===== src/sv/itp_pkg.sv =====
`default_nettype none

package itp_pkg;

   localparam int STACK_DEPTH = 32;
   localparam int CNT_W       = $clog2(STACK_DEPTH + 1);
   localparam int PTR_W       = $clog2(STACK_DEPTH);

   localparam logic [7:0] CHR_EQ     = 8'h3d;
   localparam logic [7:0] CHR_OPEN   = 8'h28;
   localparam logic [7:0] CHR_CLOSE  = 8'h29;
   localparam logic [7:0] CHR_PLUS   = 8'h2b;
   localparam logic [7:0] CHR_MINUS  = 8'h2d;
   localparam logic [7:0] CHR_MUL    = 8'h2a;
   localparam logic [7:0] CHR_DIV    = 8'h2f;
   localparam logic [7:0] CHR_DIG_LO = 8'h30;
   localparam logic [7:0] CHR_DIG_HI = 8'h39;
   localparam logic [7:0] CHR_LOW_LO = 8'h61;
   localparam logic [7:0] CHR_LOW_HI = 8'h7a;
   localparam logic [7:0] CHR_UP_LO  = 8'h41;
   localparam logic [7:0] CHR_UP_HI  = 8'h5a;

   typedef enum logic [2:0] {
      CLS_IGNORE,
      CLS_OPERAND,
      CLS_OPEN,
      CLS_ADD,
      CLS_MUL,
      CLS_CLOSE,
      CLS_EQ
   } char_class_type;

   typedef enum logic [1:0] {
      ST_IDLE,
      ST_TOP,
      ST_FIN
   } state_type;

   function automatic char_class_type classify(input logic [7:0] c);
      char_class_type cls;
      cls = CLS_IGNORE;
      if ((c >= CHR_DIG_LO && c <= CHR_DIG_HI) || (c >= CHR_LOW_LO && c <= CHR_LOW_HI) ||
          (c >= CHR_UP_LO && c <= CHR_UP_HI)) begin
         cls = CLS_OPERAND;
      end else if (c == CHR_PLUS || c == CHR_MINUS) begin
         cls = CLS_ADD;
      end else if (c == CHR_MUL || c == CHR_DIV) begin
         cls = CLS_MUL;
      end else if (c == CHR_OPEN) begin
         cls = CLS_OPEN;
      end else if (c == CHR_CLOSE) begin
         cls = CLS_CLOSE;
      end else if (c == CHR_EQ) begin
         cls = CLS_EQ;
      end
      return cls;
   endfunction

endpackage

`default_nettype wire


===== src/sv/itp_intf.sv =====
`default_nettype none

interface itp_req_if;
   logic       valid;
   logic       ready;
   logic [7:0] in_char;

   modport source (output valid, output in_char, input ready);
   modport sink (input valid, input in_char, output ready);
endinterface

interface itp_rsp_if;
   logic       valid;
   logic       ready;
   logic [7:0] out_char;
   logic       last;
   logic       overflow;

   modport source (output valid, output out_char, output last, output overflow, input ready);
   modport sink (input valid, input out_char, input last, input overflow, output ready);
endinterface

`default_nettype wire


===== src/sv/infix_to_postfix_converter_core.sv =====
`default_nettype none

// channel | dir | payload                      | handshake
// req     | in  | in_char[7:0]                 | valid/ready
// rsp     | out | out_char[7:0], last, overflow | valid/ready
//
// Operands, ignored characters and '(' are handled in the idle state. Any other
// operator reads the stack top, then pops operators, one stack memory read
// each, until the stack empties or it reads a top entry that it does not
// emit; a '=' then emits its own character after the last popped operator.
// Synchronous reset empties the stack and clears the overflow flag.
// rsp is a registered beat; a stalled rsp holds the pop loop in place.

module infix_to_postfix_converter_core
   import itp_pkg::*;
(
   input  wire         clock,
   input  wire         reset,
   itp_req_if.sink     req,
   itp_rsp_if.source   rsp
);

   logic [7:0] mem [STACK_DEPTH];

   state_type      state_ff, state_in;
   char_class_type cls_ff, cls_in, req_cls;
   logic [7:0]     char_ff, char_in;
   logic [CNT_W-1:0] cnt_ff, cnt_in;
   logic           ovf_ff, ovf_in;
   logic [7:0]     pend_ff, pend_in;
   logic           pend_v_ff, pend_v_in;
   logic [7:0]     rd_ff;
   logic           rsp_valid_ff;
   logic [7:0]     rsp_char_ff;
   logic           rsp_last_ff;
   logic           rsp_ovf_ff;

   logic             rd_en, wr_en, do_push;
   logic [PTR_W-1:0] rd_addr, wr_addr;
   logic [7:0]       wr_data;
   logic             emit_en, emit_last;
   logic [7:0]       emit_char;
   logic             out_free, accept, pop_top, stall, full;
   logic [CNT_W-1:0] cnt_m1, cnt_m2;

   assign out_free  = !rsp_valid_ff || rsp.ready;
   assign req.ready = (state_ff == ST_IDLE) && out_free;
   assign accept    = req.valid && req.ready;
   assign req_cls   = classify(req.in_char);
   assign stall     = pend_v_ff && !out_free;
   assign full      = (cnt_ff == CNT_W'(STACK_DEPTH));
   assign cnt_m1    = cnt_ff - CNT_W'(1);
   assign cnt_m2    = cnt_ff - CNT_W'(2);

   always_comb begin
      case (cls_ff) inside
         CLS_ADD, CLS_CLOSE: pop_top = (rd_ff != CHR_OPEN);
         CLS_MUL:            pop_top = (rd_ff == CHR_MUL) || (rd_ff == CHR_DIV);
         CLS_EQ:             pop_top = 1'b1;
         default:            pop_top = 1'b0;
      endcase
   end

   // next state
   always_comb begin
      state_in = state_ff;
      unique case (state_ff)
         ST_IDLE: begin
            if (accept) begin
               case (req_cls) inside
                  CLS_ADD, CLS_MUL, CLS_CLOSE, CLS_EQ: begin
                     state_in = (cnt_ff != '0) ? ST_TOP : ST_FIN;
                  end
                  default: state_in = ST_IDLE;
               endcase
            end
         end
         ST_TOP: begin
            if (!stall) begin
               if (pop_top) begin
                  state_in = (cnt_ff == CNT_W'(1)) ? ST_FIN : ST_TOP;
               end else begin
                  state_in = ST_FIN;
               end
            end
         end
         ST_FIN: begin
            if (pend_v_ff) begin
               if (out_free) begin
                  state_in = (cls_ff == CLS_EQ) ? ST_FIN : ST_IDLE;
               end
            end else if (cls_ff == CLS_EQ) begin
               state_in = out_free ? ST_IDLE : ST_FIN;
            end else begin
               state_in = ST_IDLE;
            end
         end
         default: state_in = ST_IDLE;
      endcase
   end

   // datapath control
   always_comb begin
      cls_in    = cls_ff;
      char_in   = char_ff;
      cnt_in    = cnt_ff;
      ovf_in    = ovf_ff;
      pend_in   = pend_ff;
      pend_v_in = pend_v_ff;
      rd_en     = 1'b0;
      rd_addr   = cnt_m1[PTR_W-1:0];
      do_push   = 1'b0;
      emit_en   = 1'b0;
      emit_char = pend_ff;
      emit_last = 1'b0;
      unique case (state_ff)
         ST_IDLE: begin
            if (accept) begin
               cls_in  = req_cls;
               char_in = req.in_char;
               case (req_cls) inside
                  CLS_OPERAND: begin
                     emit_en   = 1'b1;
                     emit_char = req.in_char;
                     emit_last = 1'b1;
                  end
                  CLS_OPEN: do_push = 1'b1;
                  CLS_ADD, CLS_MUL, CLS_CLOSE, CLS_EQ: begin
                     rd_en = (cnt_ff != '0);
                  end
                  default: ;
               endcase
            end
         end
         ST_TOP: begin
            if (!stall) begin
               if (pop_top) begin
                  emit_en   = pend_v_ff;
                  pend_in   = rd_ff;
                  pend_v_in = 1'b1;
                  cnt_in    = cnt_m1;
                  rd_en     = (cnt_ff != CNT_W'(1));
                  rd_addr   = cnt_m2[PTR_W-1:0];
               end else if (cls_ff == CLS_CLOSE) begin
                  cnt_in = cnt_m1;
               end
            end
         end
         ST_FIN: begin
            if (pend_v_ff) begin
               if (out_free) begin
                  emit_en   = 1'b1;
                  emit_last = (cls_ff != CLS_EQ);
                  pend_v_in = 1'b0;
                  do_push   = (cls_ff == CLS_ADD) || (cls_ff == CLS_MUL);
               end
            end else if (cls_ff == CLS_EQ) begin
               if (out_free) begin
                  emit_en   = 1'b1;
                  emit_char = CHR_EQ;
                  emit_last = 1'b1;
                  ovf_in    = 1'b0;
               end
            end else begin
               do_push = (cls_ff == CLS_ADD) || (cls_ff == CLS_MUL);
            end
         end
         default: ;
      endcase
      if (do_push && full) begin
         ovf_in = 1'b1;
      end else if (do_push) begin
         cnt_in = cnt_ff + CNT_W'(1);
      end
   end

   assign wr_en   = do_push && !full;
   assign wr_addr = cnt_ff[PTR_W-1:0];
   assign wr_data = (state_ff == ST_IDLE) ? req.in_char : char_ff;

   always_ff @(posedge clock) begin
      if (wr_en) begin
         mem[wr_addr] <= wr_data;
      end
      if (rd_en) begin
         rd_ff <= mem[rd_addr];
      end
   end

   always_ff @(posedge clock) begin
      if (reset) begin
         state_ff     <= ST_IDLE;
         cnt_ff       <= '0;
         ovf_ff       <= 1'b0;
         pend_v_ff    <= 1'b0;
         rsp_valid_ff <= 1'b0;
      end else begin
         state_ff  <= state_in;
         cnt_ff    <= cnt_in;
         ovf_ff    <= ovf_in;
         pend_v_ff <= pend_v_in;
         if (emit_en) begin
            rsp_valid_ff <= 1'b1;
         end else if (rsp.ready) begin
            rsp_valid_ff <= 1'b0;
         end
      end
   end

   always_ff @(posedge clock) begin
      cls_ff  <= cls_in;
      char_ff <= char_in;
      pend_ff <= pend_in;
      if (emit_en) begin
         rsp_char_ff <= emit_char;
         rsp_last_ff <= emit_last;
         rsp_ovf_ff  <= ovf_ff;
      end
   end

   assign rsp.valid    = rsp_valid_ff;
   assign rsp.out_char = rsp_char_ff;
   assign rsp.last     = rsp_last_ff;
   assign rsp.overflow = rsp_ovf_ff;

endmodule

`default_nettype wire


===== src/flat_wrapper.sv =====
// flat-port wrapper written by rule: the top's interface ports become plain ports
module infix_to_postfix_converter_core_flat import itp_pkg::*;
  (clock, reset, req_valid, req_in_char, req_ready, rsp_valid, rsp_out_char, rsp_last, rsp_overflow, rsp_ready);
  itp_req_if req_i ();
  itp_rsp_if rsp_i ();
  input  wire clock;
  input  wire reset;
  input wire logic [$bits(req_i.valid)-1:0] req_valid;
  input wire logic [$bits(req_i.in_char)-1:0] req_in_char;
  output wire logic [$bits(req_i.ready)-1:0] req_ready;
  output wire logic [$bits(rsp_i.valid)-1:0] rsp_valid;
  output wire logic [$bits(rsp_i.out_char)-1:0] rsp_out_char;
  output wire logic [$bits(rsp_i.last)-1:0] rsp_last;
  output wire logic [$bits(rsp_i.overflow)-1:0] rsp_overflow;
  input wire logic [$bits(rsp_i.ready)-1:0] rsp_ready;
  assign req_i.valid = req_valid;
  assign req_i.in_char = req_in_char;
  assign req_ready = req_i.ready;
  assign rsp_valid = rsp_i.valid;
  assign rsp_out_char = rsp_i.out_char;
  assign rsp_last = rsp_i.last;
  assign rsp_overflow = rsp_i.overflow;
  assign rsp_i.ready = rsp_ready;
  infix_to_postfix_converter_core u_core (.clock(clock), .reset(reset), .req(req_i), .rsp(rsp_i));
endmodule

===== config.mk =====
export PLATFORM = sky130hd
export DESIGN_NAME = infix_to_postfix_converter_core_flat
export DESIGN_NICKNAME = d
export VERILOG_FILES = /design/src/sv/itp_pkg.sv /design/src/sv/itp_intf.sv /design/src/sv/infix_to_postfix_converter_core.sv /design/src/flat_wrapper.sv
export SDC_FILE = /design/constraint.sdc
export NUM_CORES = 1
export LEC_CHECK = 0
export BUFFER_PORTS_ARGS = -buffer_cell sky130_fd_sc_hd__buf_2
export CORE_MARGIN = 5
export CORE_UTILIZATION = 60
export CTS_CLUSTER_DIAMETER = 30
export DETAILED_ROUTE_END_ITERATION = 8
export GPL_TIMING_DRIVEN = 0
export PLACE_DENSITY_LB_ADDON = 0.25
export SETUP_SLACK_MARGIN = 0.2
export SYNTH_ARGS = -nofsm -noshare
export SYNTH_HDL_FRONTEND = slang
export SYNTH_SLANG_ARGS = --single-unit

===== constraint.sdc =====
create_clock -name clock -period 4.6 [get_ports clock]
set_input_delay 0.46 -clock clock [delete_from_list [all_inputs] [get_ports clock]]
set_output_delay 0.46 -clock clock [all_outputs]
set_load 0.02 [all_outputs]

==> results.toml, run 1 <==
[worst_setup_path]
end_kind = "flop"
r2r-start = "u_core.state_ff[0]"
critPathLaunchType = "flop"
path_max_fanout = 13
cp.required_ns = 4.78
critPathArrivalTime_ns = 4.47
crit_type = "flop to flop"
startpoint = "u_core.state_ff[0]"

[clock_network]
cts_root_buf = "clkbuf_16"
cts.reportedPaths.clkPinSlew_ns = 0.05
clock_sinks = 304
ctsLongestPathBuffers = 3
clk-insertion-delay-late_ns = 0.59
h-tree-depth = 2
cts_tree = "yes"
cts_buffers = 61
postCtsSetupBuffers = 0

[drt]
drt-total-wl_mm = 40.5
vias_per_cell = 6.84
drc = 0
dr.first_iter.drc_count = 1445
routedWlPerCell_um = 25.9
vias = 10700
antenna_left = 0
drtPass1Iterations = 5

[synthesis]
ys_seq_area_share_pct = 63.7
synth_commonest_cells = "293 x edfxtp_1, 107 x nand3_1, 68 x o21ai_0"
yosysTopAreaCellShare_pct = 62.1
synth_area_um2 = 14200
synth_flop_cell = "edfxtp_1"
yosysWarnings = 0
postSynthCellCount = 1109
yosysMostFrequentCell = "edfxtp_1"
syn_avg_cell_area_um2 = 12.8
ys_types = 70
synth_area_leader_cell = "edfxtp_1"
syn_nets = 1132
async_reset_ff_share_pct = 0
synth_area_leaders = "edfxtp_1 62%, nand3_1 3.8%, o21ai_0 2.4%"
synth-edff-count = 293
synth-seq-cells = 304

[worst_hold_path]
hold_path_class = "primary input to flop"
holdCritStartpoint = "req_in_char[4]"

[pwr]
cellLeakagePower_uw = 0.00568
peakVddDrop_mv = 0.450
pwr_density_cell_nw_per_um2 = 512

[timing]
fmax_mhz = 233
fin_crit_sh_pct = 93.4
max_slew.worst_pin.slew_ns = 1.20
max_slew_margin_pct = 19.8
setup_viol = 0
slew_violations = 0
period_minus_slack_ns = 4.30
final-hold-violation-count = 0
tns_ns = 0
rsz0062_at_grt = "yes"
finalClockSkew_ns = 0.0361
setup_slack_ns = 0.303

[cells_and_area]
antenna_cells = 0
fill_cells = 1509
areaGrowthSynthToFinish_pct = 19.4
final-seq-area_um2 = 9020
drive_above_1_share_pct = 16.5
multi_input_area_um2 = 4670
layout.nets = 1218

[floorplanning]
die_area_um2 = 26800
start_util_pct = 60.7
ios = 24
coreArea_um2 = 23300
rows = 56
die_h_um = 164
die_width_um = 164

[placement]
hpwl_mm = 25.5
gp_congestion = 0.987
post-place-ws_ns = 0.424
port_buffers = 23

[global_route]
gr-usage-all-layers_pct = 30.1
grt_start_max_net_pins = 33
antenna_found_initial = 0
grt_pass1_wl_mm = 60.4
grt_remaining_overflow = 0
grt_pass1_vias = 10300

[flow_run]
cap_violations = 0

[outcome]
status = "finished, final reports clean"
[where the power goes]
group          leakage (uW)  internal, uW  switching, uW  total (uW)
sequential          0.00273          3070           7.39        3070
clock               0.00107          3270           1460        4730
combinational       0.00188           237            609         846
total               0.00568          6580           2070        8650
[critical path: stages, from the launching register on]
cell      delay (ns)
dfxtp_1         0.34
inv_1           0.09
ha_1            0.14
clkbuf_1        0.36
and3_1          0.66
o21ai_2         0.20
o31ai_4         0.53
and2_0          0.37
nand2_1         0.39
nor2_1          0.82
[flip-flops by register name (all words and copies together), names as in the netlist, 2 cells and up]
name and cells:
u_core.char_ff 8, u_core.cls_ff 3, u_core.rd_ff 8, u_core.pend_ff 8
u_core.mem 256, u_core.rsp.out_char 8, u_core.cnt_ff 6, u_core.state_ff 2
[path summary, 6_finish.rpt]
path | to | slack [ns] | cells after the start
min reg2reg | u_core.rsp.overflow | 0.44 | 0
max | u_core.mem[2][0] | 0.30 | 9
max reg2reg | u_core.mem[2][0] | 0.30 | 9
min | u_core.char_ff[4] | 0.10 | 1
[metrics by stage]
step	area (um2)	hold WS (ns)	util [%]	total power [uW]	std cells
after floorplan	14200	0.409	-	3630	1109
after global placement	14700	0.419	62.9	3900	1451
after detailed placement	14700	0.431	62.9	3920	1451
after CTS	16900	0.0907	72.4	8610	1565
after global routing	16900	0.0963	72.5	8840	1565
final	16900	0.104	72.5	8650	1565
[layout make-up]
class                           instances  area share [%]
Tap cell                              319            2.36
Clock buffer                           70            9.48
Sequential cell                       304            53.3
Clock inverter                         44            3.66
Buffer                                 90            2.52
Timing Repair Buffer                   23           0.681
Multi-Input combinational cell        702            27.7
Inverter                               13           0.289
[per-layer routing]
metal | GRT usage [%] | wire [um] | vias up
li1 | - | - | 4591
met1 | 39.1 | 14800 | 5198
met2 | 46.9 | 18600 | 733
met3 | 7.22 | 4430 | 177
met4 | 16.8 | 2660 | 0
met5 | 0 | 0 | -
[cells in the final DEF (no fill, tap or decap), types with 4 or more instances in the layout]
cell type and count:
a22o_1 8, nand3_1 107, xor2_1 5, clkinv_1 6, a221o_1 5, clkinv_2 7
clkinvlp_4 6, ha_1 11, a211oi_1 4, buf_4 7, nor2_1 55, o21ai_0 68
nand2_1 53, a311oi_1 32, a211o_1 32, edfxtp_1 293, clkinv_4 7, o211ai_1 33
buf_2 52, nor2b_1 39, mux2_2 13, inv_6 4, bufinv_16 14, and3_1 42
clkbuf_1 55, mux2i_1 32, inv_1 11, clkbuf_16 63, a32oi_1 33, a21oi_1 19
dfxtp_1 11, nand4_1 42, nand2b_1 4, a21o_1 4
[cell families after synthesis]
group | Yosys count | synth area share (%)
muxes | 47 | 3.47
buffers and inverters | 103 | 3.36
and+or+nand+nor | 371 | 13.8
xor gates and xnor gates | 8 | 0.495
AOI/OAI and AO/OA | 265 | 14.3
DFF | 304 | 63.7
adders and majority gates | 11 | 0.972
[timing repair]
action,CTS,global route
endpoints found under the setup margin,0,64
resized for setup,0,3
hold buffers,0,0
No activity file was read; power rests on OpenSTA's default activity.
==> run 2, diff against run 1 <==
Settings changed: RECOVER_POWER set to 100.
Clock period 4.6 ns to 4.8 ns, I/O delays scaled along.
==> run 2 against run 1 <==
Effect of this change: the run now ends with max-capacitance violations, max-slew violations left; sequential power decreased by 4%; first-iteration DRC count decreased by 8.9%; register-to-register slack improved by 0.24 ns; utilization decreased by 0.32 points; critical path depth unchanged; combinational power decreased by 5.0%; critical path type unchanged; largest power group unchanged; highest routed layer unchanged.
==> results.toml, run 2 (synthesis gave the netlist of run 1 again) <==
[placement]
hpwl_mm = 25.5
gp_congestion = 0.987
dpl.cell_count = 1451
port_buffers = 23

[worst_setup_path]
worst-path-buf-inv = 2
critPathLaunchType = "flop"
path_max_fanout = 13
critPathTopFamily = "simple AND/OR/NAND/NOR gates"
critPathArrivalTime_ns = 4.43
crit_chain = "inv_1 -> ha_1 -> clkbuf_1 -> and3_1 -> o21ai_2 -> o31ai_4 -> and2_0 -> nand2_1 -> nor2_1"
startpoint = "u_core.state_ff[0]"
end_kind = "flop"
crit_type = "flop to flop"
r2r-start = "u_core.state_ff[0]"
cp_slowest_stage_delay_ns = 0.80
cp.required_ns = 4.98
critPathSlowestCell = "nor2_1"

[floorplanning]
die_h_um = 164
start_util_pct = 60.7
rows = 56
die_width_um = 164
coreArea_um2 = 23300
ios = 24
die_area_um2 = 26800

[pwr]
cellLeakagePower_uw = 0.00562
p_total_uw = 8280
pwr_density_cell_nw_per_um2 = 492
peakVddDrop_mv = 0.429

[clock_network]
cts_buffers = 61
cts_resized = 0
cts_tree = "yes"
ctsLongestPathBuffers = 3
clock_sinks = 304
cts_root_buf = "clkbuf_16"
clk-insertion-delay-late_ns = 0.58
ctsHoldBuffers = 0
cts.reportedPaths.clkPinSlew_ns = 0.04
postCtsSetupBuffers = 0
h-tree-depth = 2

[cells_and_area]
drive_above_1_share_pct = 13.4
most-common-layout-cells = "293 x edfxtp_1, 108 x nand3_1, 77 x clkbuf_1, 70 x o21ai_0, 63 x clkbuf_16"
areaGrowthSynthToFinish_pct = 18.9
antenna_cells = 0
fill_cells = 1530
final_common_cell = "edfxtp_1"
layout.nets = 1218
largest_reg_flops = 256
regMostFlops = "u_core.mem"
fin_cells = 1565

[drt]
vias = 10800
drt-total-wl_mm = 40.6
drtPass1Iterations = 5
m1WireLength_mm = 14.7
dr.first_iter.drc_count = 1316
top_layer_used = "met4"
antenna_left = 0
drc = 0
vias_per_cell = 6.89
wl_met3_mm = 4.58
route.met2.wl_mm = 18.9
routedWlPerCell_um = 26.0

[timing]
fmax_mhz = 235
rsz0062_at_grt = "no"
finalClockSkew_ns = 0.0252
fin_crit_sh_pct = 88.6
slew_violations = 132
hold_ws_ns = 0.119
setup_viol = 0
final-hold-violation-count = 0
max_slew.worst_pin.slew_ns = 1.64
period_minus_slack_ns = 4.25
tns_ns = 0
max_slew_margin_pct = -9.38

[outcome]
status = "finished, violations left"
violations = "max-capacitance violations, max-slew violations"

[global_route]
grt_pass1_vias = 10300
grt_start_max_net_pins = 33
antenna_found_initial = 0
gr-usage-all-layers_pct = 30.1
grt_remaining_overflow = 0
grt_pass1_wl_mm = 60.4

[worst_hold_path]
holdCritStartpoint = "req_in_char[0]"
hold_path_class = "primary input to flop"

[flow_run]
cap_violations = 4
[run 2: cell count changes in the layout (fill, tap and decap cells not counted), moves of 3 or more]
cell and change:
mux2_1 +8, buf_2 -22, mux2_2 -8, nor2_2 -3, clkbuf_1 +22, nor2_1 +3
[run 2: power breakdown]
| group | total (uW) | internal (uW) | switching [uW] |
|---|---|---|---|
| sequential | 2950 | 2940 | 7.20 |
| clock | 4520 | 3140 | 1390 |
| combinational | 804 | 223 | 581 |
| total | 8280 | 6300 | 1980 |
[run 2: worst register-to-register path, delay by kind of cell, from the launching register on]
| family | cells | cell delay (ns) |
|---|---|---|
| fa+ha+maj | 1 | 0.14 |
| simple gates | 4 | 2.22 |
| compound gates | 2 | 0.71 |
| buf+inv | 2 | 0.45 |
| flops | 1 | 0.34 |
[run 2: layout make-up]
class	count	area (um2)	share of cell area, %
well taps	319	399	2.37
plain buffers	90	423	2.51
clock inverters	44	619	3.68
flip-flops and latches	304	9020	53.6
multi-input cells	702	4630	27.5
inverters	13	48.8	0.290
clock buffers	70	1600	9.52
repair buffers	23	91.3	0.543
[run 2: routing by layer]
layer | vias up | track usage, %
met3 | 169 | 7.22
met4 | 0 | 16.8
met5 | - | 0
met2 | 801 | 46.9
met1 | 5221 | 39.1
li1 | 4597 | -
[run 2: path summary, 6_finish.rpt]
kind | cells past startpoint | to | slack (ns)
hold / removal | 1 | u_core.char_ff[0] | 0.12
setup / recovery | 9 | u_core.mem[10][4] | 0.55
setup reg to reg | 9 | u_core.mem[10][4] | 0.55
hold reg to reg | 0 | u_core.rsp.overflow | 0.44
[run 2: metrics by stage]
| stage | setup WS, ns | instance area, um2 | util (%) |
|---|---|---|---|
| after global routing | 0.395 | 16800 | 72.1 |
| after floorplan | 1.84 | 14200 | - |
| after detailed placement | 0.624 | 14700 | 62.9 |
| final | 0.547 | 16800 | 72.1 |
| after CTS | 0.588 | 16900 | 72.4 |
| after global placement | 0.614 | 14700 | 62.9 |
